==> src/sv/assert_macros.svh <==
// ----------------------------------------------------------------------------
// Assertion macros
// Clocked assertion helpers. They use the enclosing module's clk; ASSERT_CLK also uses rst_n.
// ----------------------------------------------------------------------------
`ifndef ASSERT_MACROS_SVH
`define ASSERT_MACROS_SVH

// checked only while out of reset
`define ASSERT_CLK(label, prop, msg) \
    label: assert property (@(posedge clk) disable iff (!rst_n) (prop)) else $error(msg);

// checked at every edge, reset included
`define ASSERT_ALWAYS(label, prop, msg) \
    label: assert property (@(posedge clk) (prop)) else $error(msg);

`endif

==> src/sv/utf8vd_pkg.sv <==
// ----------------------------------------------------------------------------
// utf8vd_pkg
// Types, constants and helpers shared by the UTF-8 decoder files.
// ----------------------------------------------------------------------------
package utf8vd_pkg;

    localparam int OFFSET_BITS = 24;
    localparam int START_BITS  = 24;
    localparam int CP_BITS     = 21;

    typedef logic [OFFSET_BITS-1:0] offset_t;
    typedef logic [START_BITS-1:0]  start_t;
    typedef logic [CP_BITS-1:0]     cp_t;

    typedef enum logic [1:0] {
        STATUS_VALID   = 2'd0,
        STATUS_INVALID = 2'd1,
        STATUS_NUL     = 2'd2
    } status_t;

    localparam logic [7:0] LEAD2_MASK = 8'hE0;
    localparam logic [7:0] LEAD2_CODE = 8'hC0;
    localparam logic [7:0] LEAD3_MASK = 8'hF0;
    localparam logic [7:0] LEAD3_CODE = 8'hE0;
    localparam logic [7:0] LEAD4_MASK = 8'hF8;
    localparam logic [7:0] LEAD4_CODE = 8'hF0;

    localparam cp_t MIN_CP2       = 21'h00080;
    localparam cp_t MIN_CP3       = 21'h00800;
    localparam cp_t MIN_CP4       = 21'h10000;
    localparam cp_t SURROGATE_LO  = 21'h0D800;
    localparam cp_t SURROGATE_HI  = 21'h0DFFF;
    localparam cp_t MAX_CP        = 21'h10FFFF;

    typedef struct packed {
        logic [7:0] byte_value;
        logic       last_byte;
    } byte_word_t;

    typedef struct packed {
        cp_t     code_point;
        status_t status;
        start_t  start_offset;
        logic    end_of_text;
    } result_word_t;

    typedef struct packed {
        logic advance;
        logic fire;
    } pipe_ctrl_t;

    typedef struct packed {
        logic         produced;
        result_word_t word;
    } decode_result_t;

    function automatic cp_t min_code_point(input logic [2:0] seq_len);
        cp_t m;
        unique case (seq_len)
            3'd2:    m = MIN_CP2;
            3'd3:    m = MIN_CP3;
            default: m = MIN_CP4;
        endcase
        return m;
    endfunction

endpackage

==> src/sv/utf8vd_byte_if.sv <==
// ----------------------------------------------------------------------------
// utf8vd_byte_if
// Byte channel: one text byte per word, with the final-byte flag.
// ----------------------------------------------------------------------------
interface utf8vd_byte_if;
    logic       valid;
    logic       ready;
    logic [7:0] byte_value;
    logic       last_byte;

    modport source (output valid, output byte_value, output last_byte, input ready);
    modport sink   (input valid, input byte_value, input last_byte, output ready);
endinterface

==> src/sv/utf8vd_result_if.sv <==
// ----------------------------------------------------------------------------
// utf8vd_result_if
// Result channel: one decoded code point or error report per word.
// ----------------------------------------------------------------------------
interface utf8vd_result_if;
    logic        valid;
    logic        ready;
    logic [20:0] code_point;
    logic [1:0]  status;
    logic [23:0] start_offset;
    logic        end_of_text;

    modport source (output valid, output code_point, output status,
                    output start_offset, output end_of_text, input ready);
    modport sink   (input valid, input code_point, input status,
                    input start_offset, input end_of_text, output ready);
endinterface

==> src/sv/utf8vd_cfg_if.sv <==
// ----------------------------------------------------------------------------
// utf8vd_cfg_if
// Configuration write channel for the reject_nul register.
// ----------------------------------------------------------------------------
interface utf8vd_cfg_if;
    logic valid;
    logic ready;
    logic reject_nul;

    modport source (output valid, output reject_nul, input ready);
    modport sink   (input valid, input reject_nul, output ready);
endinterface

==> src/sv/utf8_validating_decoder.sv <==
// ----------------------------------------------------------------------------
// utf8_validating_decoder
// Streaming validating UTF-8 decoder, one text byte per word.
// ----------------------------------------------------------------------------
// Takes one byte per cycle sustained while the result sink takes results; a
// held result stalls the input. A byte passes an input register, then one
// decode step that reads and updates the per-text state, then a result
// register, loaded when the step produces a result word. The rate is set by
// the update of the decode state, which every byte goes through in order.
// reject_nul resets to 1; the user must write it only while the block is
// idle; the block does not enforce this. Its write channel is always ready.
module utf8_validating_decoder (
    input  logic          clk,
    input  logic          rst_n,
    utf8vd_byte_if.sink   text,
    utf8vd_result_if.source result,
    utf8vd_cfg_if.sink    cfg
);
    import utf8vd_pkg::*;

    logic           reject_nul_reg;
    logic           s1_valid;
    byte_word_t     s1_word;
    logic           advance;
    pipe_ctrl_t     ctrl;
    decode_result_t res;

    assign cfg.ready = 1'b1;

    always_ff @(posedge clk or negedge rst_n)
    begin
        if (!rst_n)
            reject_nul_reg <= 1'b1;
        else if (cfg.valid)
            reject_nul_reg <= cfg.reject_nul;
    end

    assign ctrl.advance = advance;
    assign ctrl.fire    = s1_valid && advance;

    utf8vd_in_reg u_in_reg (
        .clk      (clk),
        .rst_n    (rst_n),
        .text     (text),
        .ctrl     (ctrl),
        .s1_valid (s1_valid),
        .s1_word  (s1_word)
    );

    utf8vd_decode u_decode (
        .clk        (clk),
        .rst_n      (rst_n),
        .fire       (ctrl.fire),
        .s1_word    (s1_word),
        .reject_nul (reject_nul_reg),
        .res        (res)
    );

    utf8vd_out_reg u_out_reg (
        .clk     (clk),
        .rst_n   (rst_n),
        .fire    (ctrl.fire),
        .res     (res),
        .advance (advance),
        .result  (result)
    );

endmodule

==> src/sv/utf8vd_in_reg.sv <==
// ----------------------------------------------------------------------------
// utf8vd_in_reg
// Input register stage. Holds one byte word ahead of the decode step.
// ----------------------------------------------------------------------------
module utf8vd_in_reg (
    input  logic                    clk,
    input  logic                    rst_n,
    utf8vd_byte_if.sink             text,
    input  utf8vd_pkg::pipe_ctrl_t  ctrl,
    output logic                    s1_valid,
    output utf8vd_pkg::byte_word_t  s1_word
);
    import utf8vd_pkg::*;

    logic       valid_reg;
    logic       valid_next;
    byte_word_t word_reg;
    logic       accept;

    assign text.ready = !valid_reg || ctrl.advance;
    assign accept     = text.valid && text.ready;

    always_comb
    begin
        if (accept)
            valid_next = 1'b1;
        else if (ctrl.advance)
            valid_next = 1'b0;
        else
            valid_next = valid_reg;
    end

    always_ff @(posedge clk or negedge rst_n)
    begin
        if (!rst_n)
            valid_reg <= 1'b0;
        else
            valid_reg <= valid_next;
    end

    always_ff @(posedge clk)
    begin
        if (accept)
        begin
            word_reg.byte_value <= text.byte_value;
            word_reg.last_byte  <= text.last_byte;
        end
    end

    assign s1_valid = valid_reg;
    assign s1_word  = word_reg;

endmodule

==> src/sv/utf8vd_decode.sv <==
// ----------------------------------------------------------------------------
// utf8vd_decode
// Per-text decode state and the single-byte decode and validation step.
// ----------------------------------------------------------------------------
`include "assert_macros.svh"

module utf8vd_decode (
    input  logic                       clk,
    input  logic                       rst_n,
    input  logic                       fire,
    input  utf8vd_pkg::byte_word_t     s1_word,
    input  logic                       reject_nul,
    output utf8vd_pkg::decode_result_t res
);
    import utf8vd_pkg::*;

    cp_t        partial_reg, partial_next;
    logic [1:0] left_reg, left_next;
    logic [2:0] seq_len_reg, seq_len_next;
    offset_t    seq_start_reg, seq_start_next;
    offset_t    count_reg, count_next;
    logic       abandoned_reg, abandoned_next;

    logic [7:0] b;
    logic       last;
    logic       err;
    logic       done;
    status_t    st;
    cp_t        cp;
    cp_t        assembled;
    offset_t    start;
    logic [2:0] lead_len;
    cp_t        lead_init;

    assign b         = s1_word.byte_value;
    assign last      = s1_word.last_byte;
    assign assembled = {partial_reg[CP_BITS-7:0], b[5:0]};

    always_comb
    begin
        partial_next   = partial_reg;
        left_next      = left_reg;
        seq_len_next   = seq_len_reg;
        seq_start_next = seq_start_reg;
        count_next     = count_reg;
        abandoned_next = abandoned_reg;
        err            = 1'b0;
        done           = 1'b0;
        st             = STATUS_VALID;
        cp             = '0;
        start          = count_reg;
        lead_len       = 3'd0;
        lead_init      = '0;

        priority if ((b & LEAD2_MASK) == LEAD2_CODE)
        begin
            lead_len  = 3'd2;
            lead_init = cp_t'(b[4:0]);
        end
        else if ((b & LEAD3_MASK) == LEAD3_CODE)
        begin
            lead_len  = 3'd3;
            lead_init = cp_t'(b[3:0]);
        end
        else if ((b & LEAD4_MASK) == LEAD4_CODE)
        begin
            lead_len  = 3'd4;
            lead_init = cp_t'(b[2:0]);
        end
        else
        begin
            lead_len  = 3'd0;
            lead_init = '0;
        end

        if (!abandoned_reg)
        begin
            if (left_reg == 2'd0)
            begin
                if (!b[7])
                begin
                    cp   = cp_t'(b);
                    done = 1'b1;
                end
                else if (lead_len == 3'd0 || last)
                begin
                    err = 1'b1;
                    st  = STATUS_INVALID;
                end
                else
                begin
                    partial_next   = lead_init;
                    left_next      = 2'(lead_len - 3'd1);
                    seq_len_next   = lead_len;
                    seq_start_next = count_reg;
                end
            end
            else
            begin
                start = seq_start_reg;
                if (b[7:6] != 2'b10)
                begin
                    err = 1'b1;
                    st  = STATUS_INVALID;
                end
                else
                begin
                    partial_next = assembled;
                    left_next    = left_reg - 2'd1;
                    if (left_reg == 2'd1)
                    begin
                        cp = assembled;
                        if (assembled < min_code_point(seq_len_reg) ||
                            (assembled >= SURROGATE_LO && assembled <= SURROGATE_HI) ||
                            assembled > MAX_CP)
                        begin
                            err = 1'b1;
                            st  = STATUS_INVALID;
                        end
                        else
                            done = 1'b1;
                    end
                    else if (last)
                    begin
                        err = 1'b1;
                        st  = STATUS_INVALID;
                    end
                end
            end

            if (done && cp == '0 && reject_nul)
            begin
                err  = 1'b1;
                st   = STATUS_NUL;
                done = 1'b0;
            end

            if (done)
            begin
                left_next    = 2'd0;
                seq_len_next = 3'd0;
                partial_next = '0;
            end
        end

        if (last)
        begin
            partial_next   = '0;
            left_next      = 2'd0;
            seq_len_next   = 3'd0;
            seq_start_next = '0;
            count_next     = '0;
            abandoned_next = 1'b0;
        end
        else
        begin
            if (err)
            begin
                abandoned_next = 1'b1;
                left_next      = 2'd0;
                seq_len_next   = 3'd0;
                partial_next   = '0;
            end
            if (count_reg != '1)
                count_next = count_reg + offset_t'(1);
        end
    end

    always_ff @(posedge clk or negedge rst_n)
    begin
        if (!rst_n)
        begin
            partial_reg   <= '0;
            left_reg      <= 2'd0;
            seq_len_reg   <= 3'd0;
            seq_start_reg <= '0;
            count_reg     <= '0;
            abandoned_reg <= 1'b0;
        end
        else if (fire)
        begin
            partial_reg   <= partial_next;
            left_reg      <= left_next;
            seq_len_reg   <= seq_len_next;
            seq_start_reg <= seq_start_next;
            count_reg     <= count_next;
            abandoned_reg <= abandoned_next;
        end
    end

    assign res.produced          = err || done;
    assign res.word.code_point   = err ? '0 : cp;
    assign res.word.status       = st;
    assign res.word.start_offset = start_t'(start);
    assign res.word.end_of_text  = last;

    `ASSERT_CLK(a_last_clears,
        fire && last |=> count_reg == '0 && !abandoned_reg && left_reg == 2'd0,
        "final byte did not clear text state")
    `ASSERT_CLK(a_abandoned_quiet,
        fire && abandoned_reg |-> !res.produced,
        "result produced in abandoned text")
    `ASSERT_ALWAYS(a_err_zero_cp,
        res.produced && res.word.status != STATUS_VALID |-> res.word.code_point == '0,
        "error result carries a code point")
    `ASSERT_CLK(a_open_not_abandoned,
        left_reg != 2'd0 |-> !abandoned_reg && seq_len_reg != 3'd0,
        "open sequence in abandoned text")

endmodule

==> src/sv/utf8vd_out_reg.sv <==
// ----------------------------------------------------------------------------
// utf8vd_out_reg
// Result register. Holds one result word until the sink takes it.
// ----------------------------------------------------------------------------
`include "assert_macros.svh"

module utf8vd_out_reg (
    input  logic                       clk,
    input  logic                       rst_n,
    input  logic                       fire,
    input  utf8vd_pkg::decode_result_t res,
    output logic                       advance,
    utf8vd_result_if.source            result
);
    import utf8vd_pkg::*;

    logic         valid_reg;
    logic         valid_next;
    result_word_t word_reg;
    logic         load;

    assign advance = !valid_reg || result.ready;
    assign load    = fire && res.produced;

    always_comb
    begin
        if (load)
            valid_next = 1'b1;
        else if (result.ready)
            valid_next = 1'b0;
        else
            valid_next = valid_reg;
    end

    always_ff @(posedge clk or negedge rst_n)
    begin
        if (!rst_n)
            valid_reg <= 1'b0;
        else
            valid_reg <= valid_next;
    end

    always_ff @(posedge clk)
    begin
        if (load)
            word_reg <= res.word;
    end

    assign result.valid        = valid_reg;
    assign result.code_point   = word_reg.code_point;
    assign result.status       = word_reg.status;
    assign result.start_offset = word_reg.start_offset;
    assign result.end_of_text  = word_reg.end_of_text;

    `ASSERT_CLK(a_no_overwrite, valid_reg && !result.ready |-> !fire, "held result overwritten")

endmodule
==> src/flat_wrapper.sv <==
// flat-port wrapper written by rule: the top's interface ports become plain ports
module utf8_validating_decoder_flat import utf8vd_pkg::*;
  (clk, rst_n, text_valid, text_byte_value, text_last_byte, text_ready, result_valid, result_code_point, result_status, result_start_offset, result_end_of_text, result_ready, cfg_valid, cfg_reject_nul, cfg_ready);
  utf8vd_byte_if text_i ();
  utf8vd_result_if result_i ();
  utf8vd_cfg_if cfg_i ();
  input  logic clk;
  input  logic rst_n;
  input wire logic [$bits(text_i.valid)-1:0] text_valid;
  input wire logic [$bits(text_i.byte_value)-1:0] text_byte_value;
  input wire logic [$bits(text_i.last_byte)-1:0] text_last_byte;
  output wire logic [$bits(text_i.ready)-1:0] text_ready;
  output wire logic [$bits(result_i.valid)-1:0] result_valid;
  output wire logic [$bits(result_i.code_point)-1:0] result_code_point;
  output wire logic [$bits(result_i.status)-1:0] result_status;
  output wire logic [$bits(result_i.start_offset)-1:0] result_start_offset;
  output wire logic [$bits(result_i.end_of_text)-1:0] result_end_of_text;
  input wire logic [$bits(result_i.ready)-1:0] result_ready;
  input wire logic [$bits(cfg_i.valid)-1:0] cfg_valid;
  input wire logic [$bits(cfg_i.reject_nul)-1:0] cfg_reject_nul;
  output wire logic [$bits(cfg_i.ready)-1:0] cfg_ready;
  assign text_i.valid = text_valid;
  assign text_i.byte_value = text_byte_value;
  assign text_i.last_byte = text_last_byte;
  assign text_ready = text_i.ready;
  assign result_valid = result_i.valid;
  assign result_code_point = result_i.code_point;
  assign result_status = result_i.status;
  assign result_start_offset = result_i.start_offset;
  assign result_end_of_text = result_i.end_of_text;
  assign result_i.ready = result_ready;
  assign cfg_i.valid = cfg_valid;
  assign cfg_i.reject_nul = cfg_reject_nul;
  assign cfg_ready = cfg_i.ready;
  utf8_validating_decoder u_core (.clk(clk), .rst_n(rst_n), .text(text_i), .result(result_i), .cfg(cfg_i));
endmodule
==> config.mk <==
export PLATFORM = sky130hd
export DESIGN_NAME = utf8_validating_decoder_flat
export DESIGN_NICKNAME = d
export VERILOG_FILES = /design/src/sv/utf8vd_pkg.sv /design/src/sv/utf8vd_byte_if.sv /design/src/sv/utf8vd_result_if.sv /design/src/sv/utf8vd_cfg_if.sv /design/src/sv/utf8_validating_decoder.sv /design/src/sv/utf8vd_in_reg.sv /design/src/sv/utf8vd_decode.sv /design/src/sv/utf8vd_out_reg.sv /design/src/flat_wrapper.sv
export VERILOG_INCLUDE_DIRS = /design/src /design/src/sv
export SDC_FILE = /design/constraint.sdc
export NUM_CORES = 1
export LEC_CHECK = 0
export ABC_CLOCK_PERIOD_IN_PS = 3500
export BUFFER_PORTS_ARGS = -buffer_cell sky130_fd_sc_hd__buf_2
export CAP_MARGIN = 20
export CORE_ASPECT_RATIO = 0.6
export CORE_MARGIN = 2
export CORE_UTILIZATION = 45
export DETAILED_ROUTE_END_ITERATION = 6
export GPL_ROUTABILITY_DRIVEN = 0
export PLACE_DENSITY = 0.67
export SYNTH_ARGS = -nofsm -noshare
export SYNTH_HDL_FRONTEND = slang
export SYNTH_HIERARCHICAL = 1
export SYNTH_SLANG_ARGS = --single-unit
==> constraint.sdc <==
create_clock -name clk -period 3.5 [get_ports clk]
set_input_delay 0.175 -clock clk [delete_from_list [all_inputs] [get_ports clk]]
set_output_delay 0.175 -clock clk [all_outputs]
set_load 0.1 [all_outputs]
==> results.txt, run 1 <==
* Outcome: finished, final reports clean
* Setup total negative slack: 0 ns
- Clk_skew: between 0.006 and 0.007 ns
- In this run, post-CTS hold repair placed 12 buffers.
- In the synthesized netlist, the number of instances is ~440.
* Standby leakage power: roughly 0.003 uW
- Clk Tree Root Cell: sky130_fd_sc_hd__clkbuf_16
* IO buf count: between 60 and 70
- The count of cells in the finished layout, fillers not included, comes to 704.
* Syn_nets: around 460
- #FFs+latches synth: roughly 130
- The floorplan has 31 rows.
- The net count of the finished layout is ~540.
- The critical path in this run is classified as reg2reg.
- Entering global routing, the biggest net connects a little under 50 pins.
- Based on the critical path, the design can be clocked at up to ~320 MHz.
* Wire length per cell: roughly 18 um
- After clock tree synthesis, the clock-pin slew on the worst setup and hold paths is 0.06 ns.
- Data on the critical path arrives at its endpoint at approximately 3.4 ns.
- CTS tree: done
- Area enclosed by the die boundary: approximately 13000 um2
* Number of buffers created by CTS: 17
- STA classifies the critical path endpoint as a register.
- The max-slew violation total from the final report was 0.
* Filler cell count: around 1000
* Worst Max-Slew Pin Slew: 1.10 ns
- Summing the areas of all compound-gate instances in the mapped netlist gives 11.5% of the synthesized area.
- The die is slightly above 90 um tall.
* Number of enable flip-flop cells after synthesis: 57
- For the worst setup path, the data required time is 3.78 ns.
* Placement Setup Slack: approximately 0.42 ns
- The number of antenna diodes in the final layout is 0.
- Counting along the longest clock path gives a buffer depth of 2.
- The library cells used most frequently in the layout, excluding fill and tap cells, are sky130_fd_sc_hd__dfrtp_1 (71), sky130_fd_sc_hd__buf_2 (64), sky130_fd_sc_hd__edfxtp_1 (57).
- The via count of the first global-routing pass is 3823.
* Power Density: 921 nW/um2
* Syn Std Cell Area: 5650 um2
* Sequential element share of the synthesized area: between 60% and 70%
* Overall track demand over capacity in global routing: 20.1%
- Total clock sinks: approximately 130
- The region available for standard cell placement spans 12100 um2.
- Xor/xnor share of the synthesized area: 2.33%
* Detailed-router iteration count before antenna repair: 7
* Post-synth cell types: 66
- For this run, asynchronously set or reset flops after synthesis account for a little under three fifths.
* Vias after detailed routing: roughly 4000
- For the finished layout, the period the worst path requires is 3.12 ns.
- Count of nets left with antenna violations after detail routing: 0
- Hold timing on the final database bottoms out at a slack of about 0.021 ns.
- In this run, the number of DRC markers left after iteration 0 of detailed routing was 361.
- Final routed DRC violation total: 0
- Yosys warning total: 6
- Once detailed placement completed, the half-perimeter wirelength came to about 8600 um.
* Min-Delay Path Class: in2reg
- Setup repair after global routing left no endpoint under its margin.
- Once routing completed, OpenROAD measured the worst setup slack at between 0.3 and 0.4 ns.
* Max-Slew Margin vs Limit: 26.8%
- After Yosys synthesis, full adders, half adders and majority gates account for 0.664% of the synthesized area.
- Mux share of post-synthesis cell area: 5.05%
* Average cell area after synthesis: 12.9 um2
- After layout, the worst path uses between 80% and 90% of the clock period.
* Global-route wire length before repair: approximately 21000 um
- Buffers inserted during post-CTS setup optimization: 0
- The number of antenna violations at the first check in global routing was 0.
- CTS H-tree depth: 4
- Post-cts resize count: 0
- Largest family of logic cells by synthesized area: simple AND/OR/NAND/NOR gates
- Among all flip-flop cells after synthesis, the most frequent one is sky130_fd_sc_hd__dfrtp_1.
- Summed over all layers, the global routing overflow is 0.
* Maximum fanout along the worst path: 22
- Routed wire length: between 10000 and 15000 um
- After Yosys synthesis, and, or, nand and nor cells account for between 15 and 20% of the synthesized area.
- From left edge to right edge, the die measures 149 um.
* Initial Utilization: a little under half
- The tool flagged a number of max-cap violations equal to 0.
- Maximum vdd drop: ~0.63 mV
* Clock latency of the later-clocked register in the worst-skew pair: just over 0.4 ns
- Cells with a size suffix above 1 make up 28.6% of the layout.
- Final hold violations: 0
* Number of primary I/O pins: 66
- Leaving out fill and tap cells, the most frequent cell in the layout is sky130_fd_sc_hd__dfrtp_1.
- Area added between synthesis and finish: 22.6%
- In the routed layout, each cell is associated on average with a via count of 5.66.
- Setup violations remaining at the end of the flow were counted as 0.
- Kind of start point of the critical path: register
- Including well taps, the total number of placed cells is between 600 and 700.
==> path summary, 6_finish.rpt <==
| kind | startpoint | endpoint | slack [ns] | depth (start not counted) |
|---|---|---|---|---|
| max | u_core/u_decode/partial_reg[13] | u_core/u_out_reg/result.code_point[19] | 0.38 | 6 |
| min | cfg_valid | u_core/reject_nul_reg | 0.02 | 2 |
| max reg2reg | u_core/u_decode/partial_reg[13] | u_core/u_out_reg/result.code_point[19] | 0.38 | 6 |
| min reg2reg | u_core/u_decode/seq_start_reg[6] | u_core/u_decode/seq_start_reg[6] | 0.50 | 1 |
| max in group asynchronous | rst_n | u_core/u_decode/seq_len_reg[0] | 2.24 | 3 |
| min in group asynchronous | rst_n | u_core/u_out_reg/result.valid | 0.43 | 2 |
==> worst max-delay path: stages (launching register included) <==
cell	delay, ns
sky130_fd_sc_hd__dfrtp_1	0.39
sky130_fd_sc_hd__or4_1	0.57
sky130_fd_sc_hd__or4_1	0.41
sky130_fd_sc_hd__and3_4	0.19
sky130_fd_sc_hd__a21o_1	0.22
sky130_fd_sc_hd__a211oi_2	0.90
sky130_fd_sc_hd__and3_2	0.30
==> layout make-up <==
class	count	area, um2	share of cell area (%)
flip-flops and latches	129	3510	50.7
inverters	10	42.5	0.614
clock buffers	23	448	6.47
clock inverters	9	181	2.62
multi-input cells	276	1960	28.3
repair buffers	92	573	8.27
well taps	165	206	2.98
==> where the power goes <==
group	total [uW]	internal (uW)	leakage, uW	switching, uW
sequential	2070	1910	0.00154	157
clock	1900	1270	0.000304	631
combinational	2420	441	0.00122	1980
==> routing by layer <==
| layer | part of all wire (%) | track usage (%) |
|---|---|---|
| met5 | 0 | 0 |
| met4 | 0.64 | 3.97 |
| met3 | 8.3 | 6.72 |
| met2 | 38 | 24.7 |
| met1 | 53 | 33.4 |
==> synthesized netlist by cell type (3+ instances only) <==
cell type                  count  area [um2]
sky130_fd_sc_hd__dfrtp_1      71        1780
sky130_fd_sc_hd__edfxtp_1     57        1710
sky130_fd_sc_hd__a22o_1       26         228
sky130_fd_sc_hd__nor2_1       26        97.6
sky130_fd_sc_hd__mux2_2       24         270
sky130_fd_sc_hd__nand2_1      23        86.3
sky130_fd_sc_hd__and3_1       22         138
sky130_fd_sc_hd__o21ai_0      16        80.1
sky130_fd_sc_hd__clkbuf_1     13        48.8
sky130_fd_sc_hd__nand4_1      12        75.1
sky130_fd_sc_hd__nor3_1       11        55.1
sky130_fd_sc_hd__a21oi_1      10        50.1
sky130_fd_sc_hd__a32o_1       10         100
sky130_fd_sc_hd__inv_1         9        33.8
sky130_fd_sc_hd__nand3_1       8        40.0
sky130_fd_sc_hd__or3_1         8        50.1
sky130_fd_sc_hd__xnor2_1       8        70.1
sky130_fd_sc_hd__xor2_1        7        61.3
sky130_fd_sc_hd__or4_1         6        45.0
sky130_fd_sc_hd__buf_4         4        30.0
sky130_fd_sc_hd__a22oi_1       3        22.5
sky130_fd_sc_hd__and4_1        3        26.3
sky130_fd_sc_hd__ha_1          3        37.5
sky130_fd_sc_hd__nand2b_1      3        18.8
sky130_fd_sc_hd__nor4_1        3        18.8
sky130_fd_sc_hd__or2_2         3        18.8
==> stage by stage <==
| stage | util, % | power, uW | area, um2 |
|---|---|---|---|
| 2_1_floorplan | - | 4040 | 5650 |
| 3_3_place_gp | 50.9 | 4470 | 6180 |
| 3_5_place_dp | 50.9 | 4490 | 6180 |
| 4_1_cts | 57.0 | 6420 | 6930 |
| 5_1_grt | 57.0 | 6610 | 6930 |
| 6_report | 57.0 | 6380 | 6930 |
==> cell families after synthesis <==
kind of cell	after synthesis
AND/OR/NAND/NOR	147
flip-flops	129
AO/OA/AOI/OAI	85
buffers and inverters	34
multiplexers	25
XOR/XNOR	15
adder cells (fa/ha/maj)	3
other	1
Power figures use the tool's default switching activity.
==> run 2, diff against run 1 <==
Settings changed: CORE_UTILIZATION 45 to 34, PLACE_DENSITY 0.67 to not set.
==> run 2 against run 1 <==
The flow now finishes with violations (hold timing). Global-route usage down 4.8 points. Via count decreased by 0.25%. Power up 1.9%. Critical path depth increased by 2. Utilization down 14 points. Register-to-register slack better by 0.20 ns. Die area is 31% higher. Sequential share of layout area decreased by 0.67 points. Clock power is 5% higher. Design area is 1.3% higher. Clock skew about the same. Critical path type unchanged.
==> results.txt, run 2 (synthesized netlist as in run 1, its figures left out) <==
- Kind of start point of the critical path: register (unchanged)
- Initial Utilization: 34.7% (was 46.5%)
- The register-to-register path setup slack came to 0.57 ns (was 0.38 ns).
- Maximum vdd drop: 0.485 mV (was 0.627 mV)
- Placeable core region: 16300 um2 (was 12100 um2)
- The share of the clock period used by the worst path after layout was 83.6% (was 89.2%).
- Last element of the critical path: u_core/u_out_reg/result.start_offset[18] (was u_core/u_out_reg/result.code_point[19])
* Clock latency of the later-clocked register in the worst-skew pair: 0.40 ns (was 0.41 ns)
* First-iteration detailed-routing DRC count: 350 (was 361)
- Slowest cell on crit path: sky130_fd_sc_hd__or4_1 (was sky130_fd_sc_hd__a211oi_2)
- The setup TNS was 0 ns (unchanged).
- The number of remaining DRC errors was 0 (unchanged).
- Maximum fanout along the worst path: 25 (was 22)
- The launching instance or port of the critical path was u_core/u_decode/partial_reg[13] (unchanged).
* Area added between synthesis and finish: 24.2% (was 22.6%)
- CTS H-tree depth: 4 (unchanged)
* HPWL reported at the end of detailed placement: 8810 um (was 8620 um)
* Register-to-Register Path Depth: 8 (was 6)
* Fmax: 342 MHz (was 320 MHz)
* Number of buffers created by CTS: 17 (unchanged)
- The total overflow reported by the global router was 0 (unchanged).
* Bufs and invs on worst path: 2 (was 0)
- Max-cap violations: 0 (unchanged)
- The share of cells above drive strength 1 is 29.3% (was 28.6%).
- Capture point of the worst reg-to-reg path: u_core/u_out_reg/result.start_offset[18] (was u_core/u_out_reg/result.code_point[19])
* Number of primary I/O pins: 66 (unchanged)
* Final Total Pwr: 6500 uW (was 6380 uW)
* Pin count of the biggest net entering global routing: 73 (was 49)
- Vias after detailed routing: 3974 (was 3984)
- The number of endpoints with negative hold slack in the final report came to 4 (was 0).
* CP peak stage delay: 0.56 ns (was 0.90 ns)
- Total clock sinks: 129 (unchanged)
- The floorplan die area was 17700 um2 (was 13500 um2).
* Commonest cells after routing, fill and taps aside: sky130_fd_sc_hd__dfrtp_1 (71), sky130_fd_sc_hd__buf_2 (64), sky130_fd_sc_hd__edfxtp_1 (57) (unchanged)
- Overall track demand over capacity in global routing: 15.4% (was 20.1%)
* Power Density: 927 nW/um2 (was 921 nW/um2)
- The checks that failed: hold timing.
- Cell chain of the critical path: or4_1, or4_1, and3_4, a21o_2, o21ai_0, nand2_1, inv_2, buf_4 (was or4_1, or4_1, and3_4, a21o_1, a211oi_2, and3_2).
- The post-CTS setup buffer count came to 0 (unchanged).
- Setup repair after global routing missed its margin: no (unchanged).
- Final max-slew violation count: 0 (unchanged)
* Die width: 170 um (was 149 um)
* Height of the chip: 104 um (was 90.8 um)
* Buffers from clock root to sink, at most: 2 (unchanged)
- Critical path data arrival time: 2.99 ns (was 3.41 ns)
- The via count of the first global-routing pass is 3713 (was 3823).
- The critical path capture point type is a register (unchanged).
- Min-Delay Path Class: in2async (was in2reg)
* Min Tclk post-route: 2.93 ns (was 3.12 ns)
- The startpoint-to-endpoint class of the critical path was reg2reg (unchanged).
- Clock slew at the register clock pins of the worst setup and hold paths: 0.06 ns (about the same)
* Stages on the worst setup path: 8 (was 6)
- The first-pass GRT wire length came to 20900 um (about the same).
- Worst Max-Slew Pin Slew: 0.933 ns (was 1.10 ns)
* Worst flop-to-flop path startpoint: u_core/u_decode/partial_reg[13] (unchanged)
- Required time of the critical path: 3.56 ns (was 3.78 ns)
* Standby leakage power: 0.00307 uW (about the same)
- Routed wire length: 13200 um (was 12900 um)
- The critical path's top delay family was simple AND/OR/NAND/NOR gates (unchanged).
- Clk_skew: 0.00691 ns (was 0.00656 ns)
- Count of nets left with antenna violations after detail routing: 0 (unchanged)
- Wire length per cell: 17.3 um (was 18.3 um)
- The most prevalent standard cell on the critical path is sky130_fd_sc_hd__or4_1 (unchanged).
* Worst hold slack: -0.0119 ns (was 0.0214 ns)
* Max-Slew Margin vs Limit: 37.8% (was 26.8%)
* Post-layout net count: 541 (was 544)
* Clk Tree Root Cell: sky130_fd_sc_hd__clkbuf_16 (unchanged)
* Final antenna diode count: 0 (unchanged)
- Count of endpoints failing setup in the final report: 0 (unchanged)
- Outcome: finished with violations (was finished, final reports clean)
- The number of optimization iterations in the first detailed-route pass is 5 (was 7).
- IO buf count: 64 (unchanged)
- Commonest non-fill, non-tap cell in the layout: sky130_fd_sc_hd__dfrtp_1 (unchanged)
* Final core utilization: 43.2% (was 57.0%)
- The TritonCTS clock tree is done (unchanged).
- The ratio of routed vias to standard cells is 5.20 (was 5.66).
- Initial antenna violation count: 0 (unchanged)
- Row count: 36 (was 31)
run 2: timing repair:
action,4_1_cts,5_1_grt
endpoints found under the hold margin,11,0
gates resized for setup,0,0
hold buffers,11,0
run 2: worst reg2reg max path, stage by stage, from the launching register on:
cell	delay, ns
sky130_fd_sc_hd__dfrtp_1	0.40
sky130_fd_sc_hd__or4_1	0.56
sky130_fd_sc_hd__or4_1	0.43
sky130_fd_sc_hd__and3_4	0.19
sky130_fd_sc_hd__a21o_2	0.23
sky130_fd_sc_hd__o21ai_0	0.15
sky130_fd_sc_hd__nand2_1	0.18
sky130_fd_sc_hd__inv_2	0.09
sky130_fd_sc_hd__buf_4	0.33
run 2: routing by layer:
layer | wire length, um | track usage (%)
met4 | 124 | 5.31
met5 | 0 | 0
met1 | 6970 | 25.5
met2 | 5120 | 18.7
met3 | 989 | 3.63
run 2: report_power, final:
group	internal [uW]	switching (uW)	total [uW]
Clock	1350	642	2000
Combinational	447	1980	2420
Sequential	1910	174	2080
Total	3710	2790	6500
run 2: how the worst min path moves through the flow:
stage	cells past startpoint	endpoint	slack, ns
floorplan	0	u_core/u_decode/abandoned_reg	-0.12
global placement	1	u_core/u_in_reg/s1_word[0]	0.36
detailed placement	1	u_core/u_in_reg/s1_word[1]	0.36
CTS	2	u_core/reject_nul_reg	0.02
global route	2	u_core/reject_nul_reg	0.01
finish	2	u_core/u_decode/seq_start_reg[17]	-0.01
run 2: through the flow:
stage          hold slack (ns)  cell area, um2  worst slack, ns  cells
2_1_floorplan           -0.121            5650            0.261    439
3_3_place_gp             0.356            6220            0.404    720
3_5_place_dp             0.355            6220            0.361    720
4_1_cts                 0.0170            7000            0.329    763
5_1_grt                 0.0146            7020            0.420    764
6_report               -0.0119            7020            0.575    764
run 2: cell type report:
cell class / count / area (um2)
clock buffers: 18 / 439
clock inverters: 14 / 235
fillers: 1517 / 9240
inverters: 10 / 42.5
multi-input cells: 276 / 1960
flip-flops and latches: 129 / 3510
well taps: 228 / 285
repair buffers: 89 / 542
==> run 3, diff against run 2 <==
Settings changed: ABC_CLOCK_PERIOD_IN_PS 3500 to 2850.
Clock period 3.5 ns to 2.85 ns, I/O delays scaled along.
==> run 3 against run 2 <==
Die area unchanged. Sequential cell count is the same. Largest cell class unchanged. Register-to-register slack lost 0.48 ns. The flow now finishes without violations. Critical endpoint is now u_core/u_out_reg/result.start_offset[13]. Hold slack improved by 0.46 ns. Final cell count increased by 2.5%. Clock power increased by 15%. Wire length increased by 3.8%. Design area grew 2.7%. Critical path depth unchanged. Via count up 0.28%. Non-clock buffer count rose by 18. Highest routed layer unchanged.
==> results.txt, run 3 (synthesized netlist as in run 1, its figures left out) <==
* Outcome: finished, final reports clean (was finished with violations)
- Row count: 36 (unchanged)
- The number of sinks driven by the clock tree is 129 (unchanged).
* Max-Slew Margin vs Limit: 38.4% (was 37.8%)
* Global-route wire length before repair: 22100 um (was 20900 um)
* CP peak stage delay: 0.54 ns (was 0.56 ns)
- The share of the clock period used by the worst path after layout came to 96.6% (was 83.6%).
- The count of port buffers added during placement came to 64 (unchanged).
- Vias in the first global route: 3909 (was 3713)
- The count of vias placed by the detailed router came to 3985 (was 3974).
* Total area of multi-input combinational cells: 2010 um2 (was 1960 um2)
- The instance count after placement with tap cells included was 735 (was 720).
* Clk_skew: 0.00811 ns (was 0.00691 ns)
- The max-cap violation count is 0 (unchanged).
* CTS tree: done (unchanged)
- The maximum number of pins on one net before global-route repair was 73 (unchanged).
- Overall track demand over capacity in global routing: 16.2% (was 15.4%)
- The power per unit of standard cell area was 1120 nW/um2 (was 927 nW/um2).
* FF+latch area: 3510 um2 (unchanged)
* Final hold violations: 0 (was 4)
- The final design utilization is 44.3% (was 43.2%).
- The die boundary height is 104 um (unchanged).
- The startpoint-to-endpoint class of the critical path was reg2reg (unchanged).
- Final Total Pwr: 8050 uW (was 6500 uW)
- The total overflow reported by the global router was 0 (unchanged).
- The die span in x was 170 um (unchanged).
- Clk Tree Root Cell: sky130_fd_sc_hd__clkbuf_16 (unchanged)
* Flop pwr share: 31.5% (was 32.0%)
- Combinational Power Share: 39.8% (was 37.3%)
* Maximum vdd drop: 0.678 mV (was 0.485 mV)
* Number of primary I/O pins: 66 (unchanged)
- The net switching component of the power came to 3550 uW (was 2790 uW).
* Final max-slew violation count: 0 (unchanged)
- Proportion of power drawn by the clock network: 28.6% (was 30.7%)
* Required time of the critical path: 2.96 ns (was 3.56 ns)
- Maximum fanout along the worst path: 20 (was 25)
- The number of antenna violations at the first check in global routing was 0 (unchanged).
* Area enclosed by the die boundary: 17700 um2 (unchanged)
- The final worst slack came to 0.0976 ns (was 0.575 ns).
- Final antenna diode count: 0 (unchanged)
* Fraction of final layout cells sized beyond drive strength 1: 32.1% (was 29.3%)
* Setup total negative slack: 0 ns (unchanged)
* Count of endpoints failing setup in the final report: 0 (unchanged)
* Setup repair after global routing missed its margin: no (unchanged)
- The total clock buffers created by CTS is 17 (unchanged).
- The clock latency on the worst-skew pair came to 0.41 ns (was 0.40 ns).
* Buffers from clock root to sink, at most: 2 (unchanged)
- Cell Count, Final, Fillers Out: 783 (was 764)
- Min Tclk post-route: 2.75 ns (was 2.93 ns)
- The proportion of total power due to net switching is 44.1% (was 43.0%).
* Element type at the critical path end: register (unchanged)
- The most common cell after layout, fill and taps aside is sky130_fd_sc_hd__dfrtp_1 (unchanged).
- The remaining antenna violation count is 0 (unchanged).
- Area added between synthesis and finish: 27.6% (was 24.2%)
- Placement Setup Slack: -0.109 ns (was 0.361 ns)
- Standby leakage power: 0.00315 uW (was 0.00307 uW)
* Placeable core region: 16300 um2 (unchanged)
* Kind of start point of the critical path: register (unchanged)
- Buffers inserted during post-CTS setup optimization: 0 (unchanged)
- Commonest cells after routing, fill and taps aside: sky130_fd_sc_hd__dfrtp_1 (71), sky130_fd_sc_hd__buf_2 (64), sky130_fd_sc_hd__edfxtp_1 (57) (unchanged)
* Fmax: 363 MHz (was 342 MHz)
- The starting density of the core came to 34.7% (unchanged).
- The filler cell count in the final layout is 1476 (was 1517).
* Critical path data arrival time: 2.86 ns (was 2.99 ns)
* Number of vias per cell: 5.09 (was 5.20)
* Clock slew at the register clock pins of the worst setup and hold paths: 0.06 ns (about the same)
- The number of optimization iterations in the first detailed-route pass was 5 (unchanged).
- Cell chain of the critical path: or4_4, or4_1, and3_4, a21o_2, o21ai_1, nand2_2, clkinvlp_4, buf_12 (was or4_1, or4_1, and3_4, a21o_2, o21ai_0, nand2_1, inv_2, buf_4).
- First-iteration detailed-routing DRC count: 334 (was 350)
- The slowest library cell on the worst path is sky130_fd_sc_hd__or4_4 (was sky130_fd_sc_hd__or4_1).
* Internal power component: 4500 uW (was 3710 uW)
- The number of remaining DRC errors is 0 (unchanged).
* HPWL reported at the end of detailed placement: 9020 um (was 8810 um)
- The worst min-delay path category was in2reg (was in2async).
* Worst Max-Slew Pin Slew: 0.925 ns (was 0.933 ns)
- CTS H-tree depth: 4 (unchanged)
* Routed wire length: 13700 um (was 13200 um)
* Wire length per cell: 17.5 um (was 17.3 um)
- The post-layout net count came to 560 (was 541).
## run 3: power by group through the flow
stage / Clock (uW) / Sequential (uW) / Combinational, uW
after floorplan: 0 / 4050 / 912
after global placement: 0 / 2550 / 3020
after detailed placement: 0 / 2560 / 3050
after CTS: 2350 / 2530 / 3090
after global routing: 2430 / 2580 / 3350
final: 2310 / 2540 / 3210
## run 3: worst paths after layout
| check | slack (ns) | from | to | cells after the start |
|---|---|---|---|---|
| min in group asynchronous | 0.50 | rst_n | u_core/u_decode/seq_start_reg[14] | 3 |
| max in group asynchronous | 1.75 | rst_n | u_core/u_decode/left_reg[1] | 3 |
| worst max register to register | 0.1 | u_core/u_decode/partial_reg[13] | u_core/u_out_reg/result.start_offset[13] | 8 |
| worst min register to register | 0.50 | u_core/u_decode/seq_start_reg[23] | u_core/u_decode/seq_start_reg[23] | 2 |
| worst min-delay path | 0.44 | text_byte_value[3] | u_core/u_in_reg/s1_word[4] | 2 |
| worst max-delay path | 0.1 | u_core/u_decode/partial_reg[13] | u_core/u_out_reg/result.start_offset[13] | 8 |
## run 3: critical path: cells and delay by family, from the launching register on
family                 cells  cell delay (ns)
AND/OR/NAND/NOR            4             1.31
buffers and inverters      2             0.41
flip-flops                 1             0.38
AO/OA/AOI/OAI              2             0.36
## run 3: layer usage
layer | vias up | track usage [%] | part of all wire, %
li1 | 1875 | - | -
met3 | 10 | 5.35 | 9.2
met4 | 0 | 5.49 | 0.82
met2 | 141 | 19.6 | 38
met1 | 1959 | 26.1 | 52
met5 | - | 0 | 0
## run 3: layout make-up
cell class                 count  area share [%]
clock inverter                13            2.55
timing repair buffer         107            10.0
tap                          228            3.96
inverter                      10           0.642
sequential                   129            48.8
clock buffer                  19            6.15
multi-input combinational    277            27.9
## run 3: per-stage QoR
step,hold slack (ns),cell area (um2)
floorplan,-0.153,5660
global placement,0.324,6370
detailed placement,0.327,6370
CTS,0.433,7140
global route,0.439,7210
finish,0.444,7210
## run 3: what timing repair did
action | in CTS | in global routing
endpoints found under the hold margin | 53 | 0
gates resized for setup | 1 | 6
gates cloned | 0 | 2
hold buffers | 14 | 0
endpoints found under the setup margin | 22 | 69
